===== src/hw/rtl/kmat_pkg.sv =====
// Shared types, codes and translation tables for the key matrix to ASCII translator.
// Used by kmat_key_xlate and key_matrix_to_ascii_translator_unit; depends on nothing.
package kmat_pkg;

  localparam int HALF_W    = 35;
  localparam int FRAME_W   = 2 * HALF_W;
  localparam int CODE_W    = 7;
  localparam int MAX_BYTES = 28;
  localparam int CNT_W     = 5;
  localparam int APB_AW    = 3;
  localparam int APB_DW    = 32;

  // Register byte addresses.
  localparam logic [APB_AW-1:0] ADDR_BREAK_EN = 3'd0;

  // Special scan codes.
  localparam logic [CODE_W-1:0] CODE_NUL0   = 7'd0;
  localparam logic [CODE_W-1:0] CODE_NUL1   = 7'd1;
  localparam logic [CODE_W-1:0] CODE_SCROLL = 7'd3;
  localparam logic [CODE_W-1:0] CODE_CAPS   = 7'd12;
  localparam logic [CODE_W-1:0] CODE_BREAK  = 7'd67;
  localparam logic [CODE_W-1:0] CODE_LEFT   = 7'd35;
  localparam logic [CODE_W-1:0] CODE_DOWN   = 7'd45;
  localparam logic [CODE_W-1:0] CODE_UP     = 7'd55;
  localparam logic [CODE_W-1:0] CODE_RIGHT  = 7'd65;
  localparam logic [CODE_W-1:0] CODE_SHIFT_L = 7'd13;
  localparam logic [CODE_W-1:0] CODE_SHIFT_R = 7'd49;
  localparam logic [CODE_W-1:0] CODE_CTRL    = 7'd22;
  localparam logic [CODE_W-1:0] CODE_MOD_A   = 7'd4;
  localparam logic [CODE_W-1:0] CODE_MOD_B   = 7'd14;
  localparam logic [CODE_W-1:0] CODE_MOD_C   = 7'd24;
  localparam logic [CODE_W-1:0] CODE_MOD_D   = 7'd34;

  // Output byte constants.
  localparam logic [7:0] CH_NUL = 8'h00;
  localparam logic [7:0] CH_ESC = 8'h1B;
  localparam logic [7:0] CH_CSI = 8'h5B;
  localparam logic [7:0] CH_UP  = 8'h41;
  localparam logic [7:0] CH_DN  = 8'h42;
  localparam logic [7:0] CH_RT  = 8'h43;
  localparam logic [7:0] CH_LT  = 8'h44;

  // Action kinds from the key translation unit.
  localparam logic [2:0] ACT_NONE   = 3'd0;
  localparam logic [2:0] ACT_BYTE   = 3'd1;
  localparam logic [2:0] ACT_ARROW  = 3'd2;
  localparam logic [2:0] ACT_CAPS   = 3'd3;
  localparam logic [2:0] ACT_SCROLL = 3'd4;

  typedef struct packed {
    logic [2:0] kind;
    logic [7:0] ch;
  } kmat_act_t;

  typedef struct packed {
    logic [HALF_W-1:0] pressed_high;
    logic [HALF_W-1:0] pressed_low;
  } kmat_in_t;

  typedef struct packed {
    logic [7:0] out_byte;
    logic       last_of_frame;
    logic       caps_state;
    logic       scroll_state;
  } kmat_out_t;

  localparam logic [7:0] PLAIN_TAB [FRAME_W] = '{
    8'h1B,8'h00,8'h09,8'h00,8'h00, 8'h37,8'h75,8'h67,8'h6A,8'h2C,
    8'h31,8'h71,8'h00,8'h00,8'h00, 8'h38,8'h69,8'h68,8'h6B,8'h00,
    8'h32,8'h77,8'h00,8'h7A,8'h00, 8'h39,8'h30,8'h6F,8'h6C,8'h2E,
    8'h33,8'h65,8'h61,8'h78,8'h00, 8'h00,8'h2D,8'h70,8'h3B,8'h2F,
    8'h34,8'h72,8'h73,8'h63,8'h20, 8'h00,8'h3D,8'h5B,8'h27,8'h00,
    8'h35,8'h74,8'h64,8'h76,8'h6E, 8'h00,8'h27,8'h5D,8'h0D,8'h5C,
    8'h36,8'h79,8'h66,8'h62,8'h6D, 8'h00,8'h08,8'h00,8'h7F,8'h0A };

  localparam logic [7:0] SHIFT_TAB [FRAME_W] = '{
    8'h1B,8'h00,8'h09,8'h00,8'h00, 8'h26,8'h55,8'h47,8'h4A,8'h3C,
    8'h21,8'h51,8'h00,8'h00,8'h00, 8'h2A,8'h49,8'h48,8'h4B,8'h00,
    8'h40,8'h57,8'h00,8'h5A,8'h00, 8'h28,8'h29,8'h4F,8'h4C,8'h3E,
    8'h23,8'h45,8'h41,8'h58,8'h00, 8'h00,8'h5F,8'h50,8'h3A,8'h3F,
    8'h24,8'h52,8'h53,8'h43,8'h20, 8'h00,8'h2B,8'h7B,8'h22,8'h00,
    8'h25,8'h54,8'h44,8'h56,8'h4E, 8'h00,8'h7E,8'h7D,8'h0D,8'h7C,
    8'h5E,8'h59,8'h46,8'h42,8'h4D, 8'h00,8'h08,8'h00,8'h7F,8'h0A };

  localparam logic [7:0] CAPS_TAB [FRAME_W] = '{
    8'h1B,8'h00,8'h09,8'h00,8'h00, 8'h37,8'h55,8'h47,8'h4A,8'h2C,
    8'h31,8'h51,8'h00,8'h00,8'h00, 8'h38,8'h49,8'h48,8'h4B,8'h00,
    8'h32,8'h57,8'h00,8'h5A,8'h00, 8'h39,8'h30,8'h4F,8'h4C,8'h2E,
    8'h33,8'h45,8'h41,8'h58,8'h00, 8'h00,8'h2D,8'h50,8'h3B,8'h2F,
    8'h34,8'h52,8'h53,8'h43,8'h20, 8'h00,8'h3D,8'h5B,8'h27,8'h00,
    8'h35,8'h54,8'h44,8'h56,8'h4E, 8'h00,8'h27,8'h5D,8'h0D,8'h5C,
    8'h36,8'h59,8'h46,8'h42,8'h4D, 8'h00,8'h08,8'h00,8'h7F,8'h0A };

  localparam logic [7:0] CTRL_TAB [FRAME_W] = '{
    8'h1B,8'h00,8'h09,8'h00,8'h00, 8'h00,8'h15,8'h07,8'h0A,8'h00,
    8'h00,8'h11,8'h00,8'h00,8'h00, 8'h00,8'h09,8'h08,8'h0B,8'h00,
    8'h00,8'h17,8'h00,8'h1A,8'h00, 8'h00,8'h00,8'h0F,8'h0A,8'h00,
    8'h00,8'h05,8'h01,8'h18,8'h00, 8'h00,8'h00,8'h10,8'h00,8'h1F,
    8'h00,8'h12,8'h13,8'h03,8'h00, 8'h00,8'h00,8'h1B,8'h00,8'h00,
    8'h00,8'h14,8'h04,8'h16,8'h0E, 8'h00,8'h1E,8'h1D,8'h00,8'h1C,
    8'h00,8'h19,8'h06,8'h02,8'h0D, 8'h00,8'h08,8'h00,8'h00,8'h0A };

endpackage


===== src/hw/rtl/kmat_key_xlate.sv =====
// Key translation unit: classifies one new scan code and looks up its byte.
// Shared by every key of a frame under the sequencer; depends on kmat_pkg.
module kmat_key_xlate
  import kmat_pkg::*;
(
  input  logic [CODE_W-1:0] code,
  input  logic              ctrl_held,
  input  logic              shift_held,
  input  logic              caps_on,
  input  logic              break_en,
  output kmat_act_t         act
);

  logic is_mod;

  assign is_mod = (code == CODE_MOD_A) || (code == CODE_SHIFT_L) || (code == CODE_MOD_B) ||
                  (code == CODE_CTRL) || (code == CODE_MOD_C) || (code == CODE_MOD_D) ||
                  (code == CODE_SHIFT_R);

  always_comb begin
    act.kind = ACT_NONE;
    act.ch   = CH_NUL;
    priority if (code == CODE_NUL0 || code == CODE_NUL1) begin
      act.kind = ACT_NONE;
    end else if (code == CODE_BREAK) begin
      act.kind = break_en ? ACT_BYTE : ACT_NONE;
    end else if (code == CODE_CAPS) begin
      act.kind = ACT_CAPS;
    end else if (code == CODE_SCROLL) begin
      act.kind = ACT_SCROLL;
    end else if (code == CODE_LEFT) begin
      act.kind = ACT_ARROW;
      act.ch   = CH_LT;
    end else if (code == CODE_DOWN) begin
      act.kind = ACT_ARROW;
      act.ch   = CH_DN;
    end else if (code == CODE_UP) begin
      act.kind = ACT_ARROW;
      act.ch   = CH_UP;
    end else if (code == CODE_RIGHT) begin
      act.kind = ACT_ARROW;
      act.ch   = CH_RT;
    end else if (is_mod) begin
      act.kind = ACT_NONE;
    end else if (ctrl_held) begin
      act.kind = ACT_BYTE;
      act.ch   = CTRL_TAB[code];
    end else if (caps_on) begin
      act.kind = ACT_BYTE;
      act.ch   = CAPS_TAB[code];
    end else if (shift_held) begin
      act.kind = ACT_BYTE;
      act.ch   = SHIFT_TAB[code];
    end else begin
      act.kind = ACT_BYTE;
      act.ch   = PLAIN_TAB[code];
    end
  end

endmodule


===== src/hw/rtl/key_matrix_to_ascii_translator_unit.sv =====
// Top level of the key matrix to ASCII translator: frame capture, key walk
// sequencer, byte buffer, output register and APB register. Uses kmat_pkg, kmat_key_xlate.
//
// Usage: each input transaction on in_valid/in_ready carries one scan frame, a
// pressed bitmap in two 35-bit halves. The block walks the scan codes one per
// cycle, pausing for arrow keys, through a single translation unit, marks new
// keys down, and collects the bytes they cause in a 28-entry buffer. An arrow
// key holds the walk in ST_ARROW1 and ST_ARROW2 for the rest of its escape
// sequence. After the walk the bytes leave on out_valid/out_ready, one per
// output transaction, the last one flagged, each carrying the lock states after
// the whole frame. The walk covers codes 0 to KEY_COUNT - 1 and ends early at
// the first new key beyond NEW_KEY_LIMIT. The drain moves one byte per cycle
// while the receiver does not stall. in_ready is high only while the sequencer
// is idle, so a new frame is taken only after the buffer has drained. A
// stalled receiver holds the drain; the byte in the output register stays
// until taken. Reset clears the key-down set, both lock states, the break
// enable and all control state. break_enable sits at APB byte address 0.
module key_matrix_to_ascii_translator_unit
  import kmat_pkg::*;
#(
  parameter int KEY_COUNT     = 70,
  parameter int NEW_KEY_LIMIT = 20
) (
  input  logic              clk,
  input  logic              rst,
  input  logic              in_valid,
  output logic              in_ready,
  input  kmat_in_t          in_data,
  output logic              out_valid,
  input  logic              out_ready,
  output kmat_out_t         out_data,
  input  logic              psel,
  input  logic              penable,
  input  logic              pwrite,
  input  logic [APB_AW-1:0] paddr,
  input  logic [APB_DW-1:0] pwdata,
  output logic [APB_DW-1:0] prdata,
  output logic              pready
);

  localparam int KIDX_W    = $clog2(KEY_COUNT);
  localparam int HANDLED_W = $clog2(NEW_KEY_LIMIT + 1);
  localparam logic [CODE_W-1:0] LAST_CODE = CODE_W'(KEY_COUNT - 1);
  localparam logic [FRAME_W-1:0] KEY_MASK =
    FRAME_W'((71'(1) << KEY_COUNT) - 71'(1));

  localparam logic [2:0] ST_IDLE   = 3'd0;
  localparam logic [2:0] ST_WALK   = 3'd1;
  localparam logic [2:0] ST_ARROW1 = 3'd2;
  localparam logic [2:0] ST_ARROW2 = 3'd3;
  localparam logic [2:0] ST_EMIT   = 3'd4;

  logic [2:0]           state;
  logic [FRAME_W-1:0]   frame;
  logic [FRAME_W-1:0]   in_bits;
  logic [KEY_COUNT-1:0] key_down;
  logic [CODE_W-1:0]    code;
  logic [HANDLED_W-1:0] handled;
  logic [CNT_W-1:0]     count;
  logic [CNT_W-1:0]     rd_idx;
  logic [7:0]           byte_buf [MAX_BYTES];
  logic [7:0]           arrow_ch;
  logic                 walk_end;
  logic                 caps_lock_on;
  logic                 scroll_lock_on;
  logic                 break_enable;

  logic      in_fire;
  logic      is_new;
  logic      at_limit;
  logic      out_load;
  kmat_act_t act;

  assign in_bits  = {in_data.pressed_high, in_data.pressed_low} & KEY_MASK;
  assign in_ready = (state == ST_IDLE);
  assign in_fire  = in_valid && in_ready;
  assign is_new   = frame[code] && !key_down[code[KIDX_W-1:0]];
  assign at_limit = (handled == HANDLED_W'(NEW_KEY_LIMIT));
  assign out_load = (state == ST_EMIT) && (rd_idx != count) && (!out_valid || out_ready);

  kmat_key_xlate u_xlate (
    .code       (code),
    .ctrl_held  (frame[CODE_CTRL]),
    .shift_held (frame[CODE_SHIFT_L] || frame[CODE_SHIFT_R]),
    .caps_on    (caps_lock_on),
    .break_en   (break_enable),
    .act        (act)
  );

  // Configuration register.
  assign pready = 1'b1;
  always_comb begin
    prdata = '0;
    if (paddr == ADDR_BREAK_EN) begin
      prdata[0] = break_enable;
    end
  end

  always_ff @(posedge clk) begin
    if (rst) begin
      break_enable <= 1'b0;
    end else if (psel && penable && pwrite && paddr == ADDR_BREAK_EN) begin
      break_enable <= pwdata[0];
    end
  end

  // Sequencer: capture, walk codes, finish arrow sequences, then drain.
  always_ff @(posedge clk) begin
    if (rst) begin
      state          <= ST_IDLE;
      key_down       <= '0;
      caps_lock_on   <= 1'b0;
      scroll_lock_on <= 1'b0;
      code           <= '0;
      handled        <= '0;
      count          <= '0;
      rd_idx         <= '0;
      walk_end       <= 1'b0;
    end else begin
      unique case (state)
        ST_IDLE: begin
          if (in_fire) begin
            key_down <= key_down & in_bits[KEY_COUNT-1:0];
            code     <= '0;
            handled  <= '0;
            count    <= '0;
            rd_idx   <= '0;
            state    <= ST_WALK;
          end
        end
        ST_WALK: begin
          code     <= code + 1'b1;
          walk_end <= (code == LAST_CODE);
          if (is_new && at_limit) begin
            state <= ST_EMIT;
          end else begin
            if (is_new) begin
              handled                      <= handled + 1'b1;
              key_down[code[KIDX_W-1:0]]   <= 1'b1;
              if (act.kind == ACT_BYTE || act.kind == ACT_ARROW) begin
                count <= count + 1'b1;
              end
              if (act.kind == ACT_CAPS) begin
                caps_lock_on <= !caps_lock_on;
              end
              if (act.kind == ACT_SCROLL) begin
                scroll_lock_on <= !scroll_lock_on;
              end
            end
            if (is_new && act.kind == ACT_ARROW) begin
              state <= ST_ARROW1;
            end else if (code == LAST_CODE) begin
              state <= ST_EMIT;
            end
          end
        end
        ST_ARROW1: begin
          count <= count + 1'b1;
          state <= ST_ARROW2;
        end
        ST_ARROW2: begin
          count <= count + 1'b1;
          state <= walk_end ? ST_EMIT : ST_WALK;
        end
        ST_EMIT: begin
          if (rd_idx == count) begin
            state <= ST_IDLE;
          end else if (out_load) begin
            rd_idx <= rd_idx + 1'b1;
          end
        end
        default: begin
          state <= ST_IDLE;
        end
      endcase
    end
  end

  // Byte buffer writes: one byte per cycle at the fill position.
  always_ff @(posedge clk) begin
    if (state == ST_WALK && is_new && !at_limit) begin
      if (act.kind == ACT_BYTE) begin
        byte_buf[count] <= act.ch;
      end else if (act.kind == ACT_ARROW) begin
        byte_buf[count] <= CH_ESC;
        arrow_ch        <= act.ch;
      end
    end else if (state == ST_ARROW1) begin
      byte_buf[count] <= CH_CSI;
    end else if (state == ST_ARROW2) begin
      byte_buf[count] <= arrow_ch;
    end
  end

  // Output register.
  always_ff @(posedge clk) begin
    if (rst) begin
      out_valid <= 1'b0;
    end else if (out_load) begin
      out_valid <= 1'b1;
    end else if (out_ready) begin
      out_valid <= 1'b0;
    end
  end

  always_ff @(posedge clk) begin
    if (out_load) begin
      out_data.out_byte      <= byte_buf[rd_idx];
      out_data.last_of_frame <= (CNT_W'(rd_idx + 1'b1) == count);
      out_data.caps_state    <= caps_lock_on;
      out_data.scroll_state  <= scroll_lock_on;
    end
  end

  always_ff @(posedge clk) begin
    if (in_fire) begin
      frame <= in_bits;
    end
  end

  a_count_bound: assert property (@(posedge clk) disable iff (rst)
    count <= CNT_W'(MAX_BYTES))
    else $error("byte buffer fill exceeds its depth");

  a_handled_bound: assert property (@(posedge clk) disable iff (rst)
    handled <= HANDLED_W'(NEW_KEY_LIMIT))
    else $error("more new keys handled than the frame limit");

  a_down_subset: assert property (@(posedge clk) disable iff (rst)
    state != ST_IDLE |-> (key_down & ~frame[KEY_COUNT-1:0]) == '0)
    else $error("key marked down that is not pressed in the current frame");

  a_no_drain_outside_emit: assert property (@(posedge clk) disable iff (rst)
    state != ST_EMIT |=> !$rose(out_valid))
    else $error("output loaded outside the drain phase");

  a_accept_starts_walk: assert property (@(posedge clk) disable iff (rst)
    in_fire |=> state == ST_WALK && code == '0 && count == '0)
    else $error("accepted frame did not start a fresh walk");

endmodule


===== config.mk =====
export PLATFORM = sky130hd
export DESIGN_NAME = key_matrix_to_ascii_translator_unit
export DESIGN_NICKNAME = d
export VERILOG_FILES = /design/src/hw/rtl/kmat_pkg.sv /design/src/hw/rtl/kmat_key_xlate.sv /design/src/hw/rtl/key_matrix_to_ascii_translator_unit.sv
export SDC_FILE = /design/constraint.sdc
export NUM_CORES = 1
export LEC_CHECK = 0
export BUFFER_PORTS_ARGS = -buffer_cell sky130_fd_sc_hd__buf_4
export CORE_MARGIN = 2
export CORE_UTILIZATION = 40
export CTS_CLUSTER_DIAMETER = 40
export DETAILED_ROUTE_END_ITERATION = 6
export PLACE_DENSITY = 0.57
export RECOVER_POWER = 100
export SYNTH_ARGS = -nofsm -noshare
export SYNTH_HDL_FRONTEND = slang
export SYNTH_HIERARCHICAL = 1
export SYNTH_SLANG_ARGS = --single-unit
export TNS_END_PERCENT = 1

===== constraint.sdc =====
create_clock -name clk -period 10.8 [get_ports clk]
set_clock_uncertainty 0.15 [all_clocks]
set_input_delay 2.16 -clock clk [delete_from_list [all_inputs] [get_ports clk]]
set_output_delay 2.16 -clock clk [all_outputs]
set_load 0.005 [all_outputs]

==> results of run 1 <==
==> area by class of cell <==
type	instances	area, µm²	area share [%]
Inverter	25	96.3	0.431
Sequential cell	413	11400	51.1
Clock inverter	41	503	2.25
Tap cell	664	831	3.72
Multi-Input combinational cell	995	7600	34.0
Timing Repair Buffer	111	586	2.62
Clock buffer	56	1320	5.89
==> report_power, final <==
part           internal (mW)  switching (mW)  leakage, nW  total, mW
clock network           1.06           0.728        0.879       1.78
logic                 0.0759           0.162         2.58      0.238
registers               1.75          0.0141         3.70       1.76
total                   2.88           0.904         7.16       3.78
==> cell usage in the layout (no fill, tap or decap), types with 10 or more instances in the layout <==
master	Yosys	routed
or3_1	12	12
a221oi_1	19	19
o21a_1	11	11
nand4_1	14	17
a21oi_1	54	54
nand3_1	36	36
nor3_1	22	23
and3_1	17	17
o21ai_0	185	194
mux2i_1	24	24
nor2_1	84	84
dfxtp_1	100	95
clkbuf_4	0	25
mux4_2	91	91
conb_1	3	33
buf_4	39	20
nor2b_1	89	89
edfxtp_1	313	313
clkbuf_1	50	70
nand2_1	51	51
ha_1	22	22
nand3b_1	10	10
a31oi_1	11	12
clkbuf_16	0	52
o211ai_1	10	10
mux2_2	18	16
inv_1	22	22
nand2b_1	26	26
==> registers in the layout (all words and copies together) (netlist names), 3 cells and up <==
signal and flops:
rd_idx 5, count 5, code 7, frame 70, byte_buf 224, arrow_ch 8, key_down 70, out_data 11
handled 5, state 3
==> routing by layer <==
metal	vias to the layer above	share of wire [%]	global-route usage (%)	wire, µm
met4	4	1.8	4.54	931
met1	6639	43	27.8	22600
met2	492	49	33.4	25500
met3	80	6.3	3.69	3290
met5	-	0.052	0	27
li1	5994	-	-	-
==> cells by family after synthesis <==
kind of cell	Yosys count	synth area share [%]
muxes	133	12.6
xor gates and xnor gates	15	0.663
and+or+nand+nor	399	11.0
DFF	413	57.5
AOI/OAI and AO/OA	393	12.5
other	3	0.0568
buffers and inverters	162	4.34
adders and majority gates	22	1.39
==> worst paths after layout <==
path / from / to / slack, ns / cells past startpoint
setup / recovery: code[1]$_SDFFE_PP0P_ / byte_buf[21][5]$_DFFE_PP_ / 3.08 / 13
hold / removal: key_down[64]$_SDFFE_PP0P_ / key_down[64]$_SDFFE_PP0P_ / 0.34 / 2
setup reg to reg: code[1]$_SDFFE_PP0P_ / byte_buf[21][5]$_DFFE_PP_ / 3.08 / 13
hold reg to reg: key_down[64]$_SDFFE_PP0P_ / key_down[64]$_SDFFE_PP0P_ / 0.34 / 2
==> worst min-delay path, stage by stage (launching register included) <==
cell and delay [ns]:
dfxtp_1 0.31, o21ai_0 0.07, a21oi_1 0.06
==> per-stage QoR <==
stage | hold slack [ns] | cells
finish | 0.340 | 2305
global route | 0.364 | 2305
CTS | 0.340 | 2305
detailed placement | 0.325 | 2208
global placement | 0.315 | 2208
floorplan | 0.267 | 1570
==> results.ini, run 1 <==
[logic_synthesis]
synthTopCellsByArea=edfxtp_1, mux4_2, dfxtp_1, o21ai_0, nor2b_1
ys_ff_latch=413
async_reset_ff_share_pct=0
yosysTopAreaCell=edfxtp_1
yosysSeqAreaShare_pct=57.5
synth_common_cells=edfxtp_1, o21ai_0, dfxtp_1, mux4_2, nor2b_1
synth_warnings=6
syn-cell-area_um2=19800
yosysUniqueCellTypes=88
synth_edf_count=313
synth.top_cell.area_share_pct=47.4
netlist_instances=1540
syn_avg_cell_area_um2=12.9
synth.most_common_cell=edfxtp_1
synth_flop_cell=edfxtp_1

[route]
first_pass_iters=5
wl_per_cell_um=22.7
via_per_inst=5.73
routed_wl_mm=52.4
vias=13200
drt-initial-drc-count=1253
antenna_left=0
drcViolationCount=0

[sta]
hold_viol_final=0
finalMaxSlewViolations=287
timing.final.ws_setup_ns=3.08
worstMarginPinSlew_ns=3.51
period_needed_ns=7.72
rsz0062_at_grt=no
timing.final.crit_share_pct=71.5
max_slew_margin_pct=-134
setup_viol=0
finalSetupTns_ns=0
clock.fmax_mhz=129

[placed_design]
gp_congestion=0.901
post_dp_cell_area_um2=20900
numPortBuffers=94
pre_cts_ws_ns=5.36
hpwl_mm=33.1

[pwr]
power_mw=3.78
vdd_ir_drop_max_uv=135
p_leak_nw=7.16
power.density_nw_per_um2=169

[outcome]
failed_checks=capacitance limit, slew limit
status=complete, but fails checks

[global_route]
grt_pass1_wl_mm=78.7
grt_start_max_net_pins=79
grt_usage_pct=20.2
overflow=0
antenna_found_initial=2
grt_pass1_vias=12700

[final_layout]
fin_area_um2=22300
nFillCells=4486
layout-drive-gt1-share_pct=16.2
post-route-util_pct=45.6
area_growth_pct=12.7
n_antenna_cell=0
finalNetCount=1732

[setup_path]
crit_path_frequent_cell=nor2_1
start_kind=register
crit_family=buffers and inverters
slowest_stage=clkbuf_1
crit_chain=clkbuf_1 > inv_1 > ha_1 > and2_0 > and3_1 > nand3b_1 > o211a_1 > a21oi_1 > xnor2_1 > nor2_1 > a31oi_1 > nand2b_1 > nor2_1
arrival_ns=7.79
max_stage_delay_ns=2.04
end_kind=register
cp.required_ns=10.87
critPathBufInv=2
path_class=register to register
cp_max_fo=50

[worst_hold_path]
min-delay-path-class=register to register

[die]
num_rows=81
io_pins=158
initial_utilization_pct=40.5
core_area_um2=49000
die-area_um2=51400
die_height_um=227
dieWidth_um=227

[clock_network]
cts_buffer_depth=3
cts_buffers=52
cts_tree=yes
cts_root_buffer=clkbuf_16
clkTransAtPathRegs_ns=0.06
ctsResizeCount=0
clock_sinks=413
postCtsHoldBufs=0
htree_levels=2
insertion_delay_ns=0.59
cts_setup_buffers=0

[run]
cap_violations=6

Power figures use the tool's default switching activity.
==> run 2: changes to the inputs <==
clock period = 7.9 ns   (was 10.8 ns; I/O delays follow)
==> run 2 against run 1 <==
- the flow still finishes with violations (capacitance limit, slew limit)
- cell area increased by 0.31%
- critical endpoint is now frame[3]$_DFFE_PP_
- largest power group unchanged
- die area is the same
- combinational power increased by 38%
- hold slack worse by 0.018 ns
- register-to-register slack worse by 1.2 ns
- routed wire length increased by 0.45%
- via count is 0.85% higher
- clock power grew 36%
- count of clock-buffer cells in the layout rose by 6
- critical path type is now input pin to register
- first-iteration DRC count is 0.16% higher
- critical path depth decreased by 8
==> results.ini, run 2 (same netlist as run 1, synthesis figures left out) <==
[final_layout]
nFillCells=4431
finalNonFillerCells=2309
final_common_cell=edfxtp_1
area_growth_pct=13.0
mostFrequentLayoutCells=edfxtp_1, o21ai_0, dfxtp_1, mux4_2, nor2b_1
finalNetCount=1734
fin_area_um2=22400
largestRegisters=byte_buf: 224 flops, frame: 70 flops, key_down: 70 flops
top_register=byte_buf
largest_register_ffs=224
layout-drive-gt1-share_pct=16.8
n_antenna_cell=0

[sta]
finalSetupTns_ns=0
finalMaxSlewViolations=226
period_needed_ns=6.23
hold_viol_final=0
setup_viol=0
timing.final.crit_share_pct=78.9
worstMarginPinSlew_ns=4.55
max_slew_margin_pct=-204
rsz0062_at_grt=no
clock.fmax_mhz=160

[route]
vias=13300
via_per_inst=5.77
routed_wl_mm=52.6
drt-initial-drc-count=1255
first_pass_iters=5
antenna_left=0
drcViolationCount=0
wl_per_cell_um=22.8

[die]
initial_utilization_pct=40.5
dieWidth_um=227
core_area_um2=49000
die_height_um=227
num_rows=81
die-area_um2=51400
io_pins=158

[pwr]
power.density_nw_per_um2=230
p_leak_nw=7.19
vdd_ir_drop_max_uv=200

[setup_path]
arrival_ns=6.31
cp.required_ns=7.98
r2r_setup_slack_ns=1.85
reg2reg_to=byte_buf[16][0]$_DFFE_PP_
path_class=input pin to register
end_kind=register
cp_max_fo=78
r2r-start=code[1]$_SDFFE_PP0P_
start_kind=input pin
critPathLaunch=in_valid
r2r_cells=9

[global_route]
grt_pass1_wl_mm=79.6
grt_usage_pct=20.5
grt_start_max_net_pins=79
antenna_found_initial=0
grt_pass1_vias=13000
overflow=0

[outcome]
status=complete, but fails checks
failed_checks=capacitance limit, slew limit

[clock_network]
ctsResizeCount=0
postCtsHoldBufs=0
cts_setup_buffers=0
cts_root_buffer=clkbuf_16
clock_sinks=413
cts_buffer_depth=3
clkTransAtPathRegs_ns=0.05
cts_tree=yes
htree_levels=2
cts_buffers=53
insertion_delay_ns=0.61

[worst_hold_path]
hold_depth=2
hold_end=key_down[64]$_SDFFE_PP0P_
min-delay-path-class=register to register
worstHoldStart=key_down[64]$_SDFFE_PP0P_

[placed_design]
post_dp_cell_area_um2=20900
gp_congestion=0.868
numPlacedInstances=2209
hpwl_mm=33.2
numPortBuffers=94

[run]
cap_violations=4

-- run 2: layout make-up --
class / count / area (µm²) / share of cell area [%]
Clock buffer: 62 / 1430 / 6.39
Tap cell: 664 / 831 / 3.71
Multi-Input combinational cell: 995 / 7620 / 34.0
Timing Repair Buffer: 112 / 636 / 2.84
Inverter: 25 / 96.3 / 0.430
Sequential cell: 413 / 11400 / 50.9
Clock inverter: 38 / 379 / 1.69
-- run 2: per-stage QoR --
stage | setup WS, ns | hold slack, ns | total power [mW] | utilization, %
floorplan | 3.82 | 0.267 | 2.67 | -
global placement | 2.69 | 0.314 | 2.79 | 42.6
CTS | 2.76 | 0.330 | 5.21 | 46.3
finish | 1.67 | 0.322 | 5.16 | 45.8
global route | 1.26 | 0.364 | 5.31 | 45.8
detailed placement | 2.74 | 0.322 | 2.79 | 42.6
-- run 2: worst max-delay path, cell delays in order --
cell      delay [ns]
clkbuf_1        0.12
nand2_2         0.06
clkbuf_1        2.35
inv_1           1.45
buf_4           0.68
-- run 2: report_power, final --
group / internal (mW) / switching, mW
Combinational: 0.106 / 0.223
Sequential: 2.39 / 0.0170
Clock: 1.45 / 0.977
Total: 3.94 / 1.22
-- run 2: layer usage --
layer,part of all wire [%],GRT usage [%],routed length (µm)
met5,0,0,0
met1,43,28.3,22700
met4,2.5,5.92,1320
met3,6.3,3.21,3300
met2,48,33.5,25300
-- run 2: worst max-delay path by stage --
stage,endpoint,cells past startpoint
after floorplan,rd_idx[3]$_SDFFE_PP0P_,5
after global placement,byte_buf[26][7]$_DFFE_PP_,8
after detailed placement,byte_buf[26][7]$_DFFE_PP_,8
after CTS,byte_buf[17][0]$_DFFE_PP_,8
after global routing,frame[8]$_DFFE_PP_,5
final,frame[3]$_DFFE_PP_,5
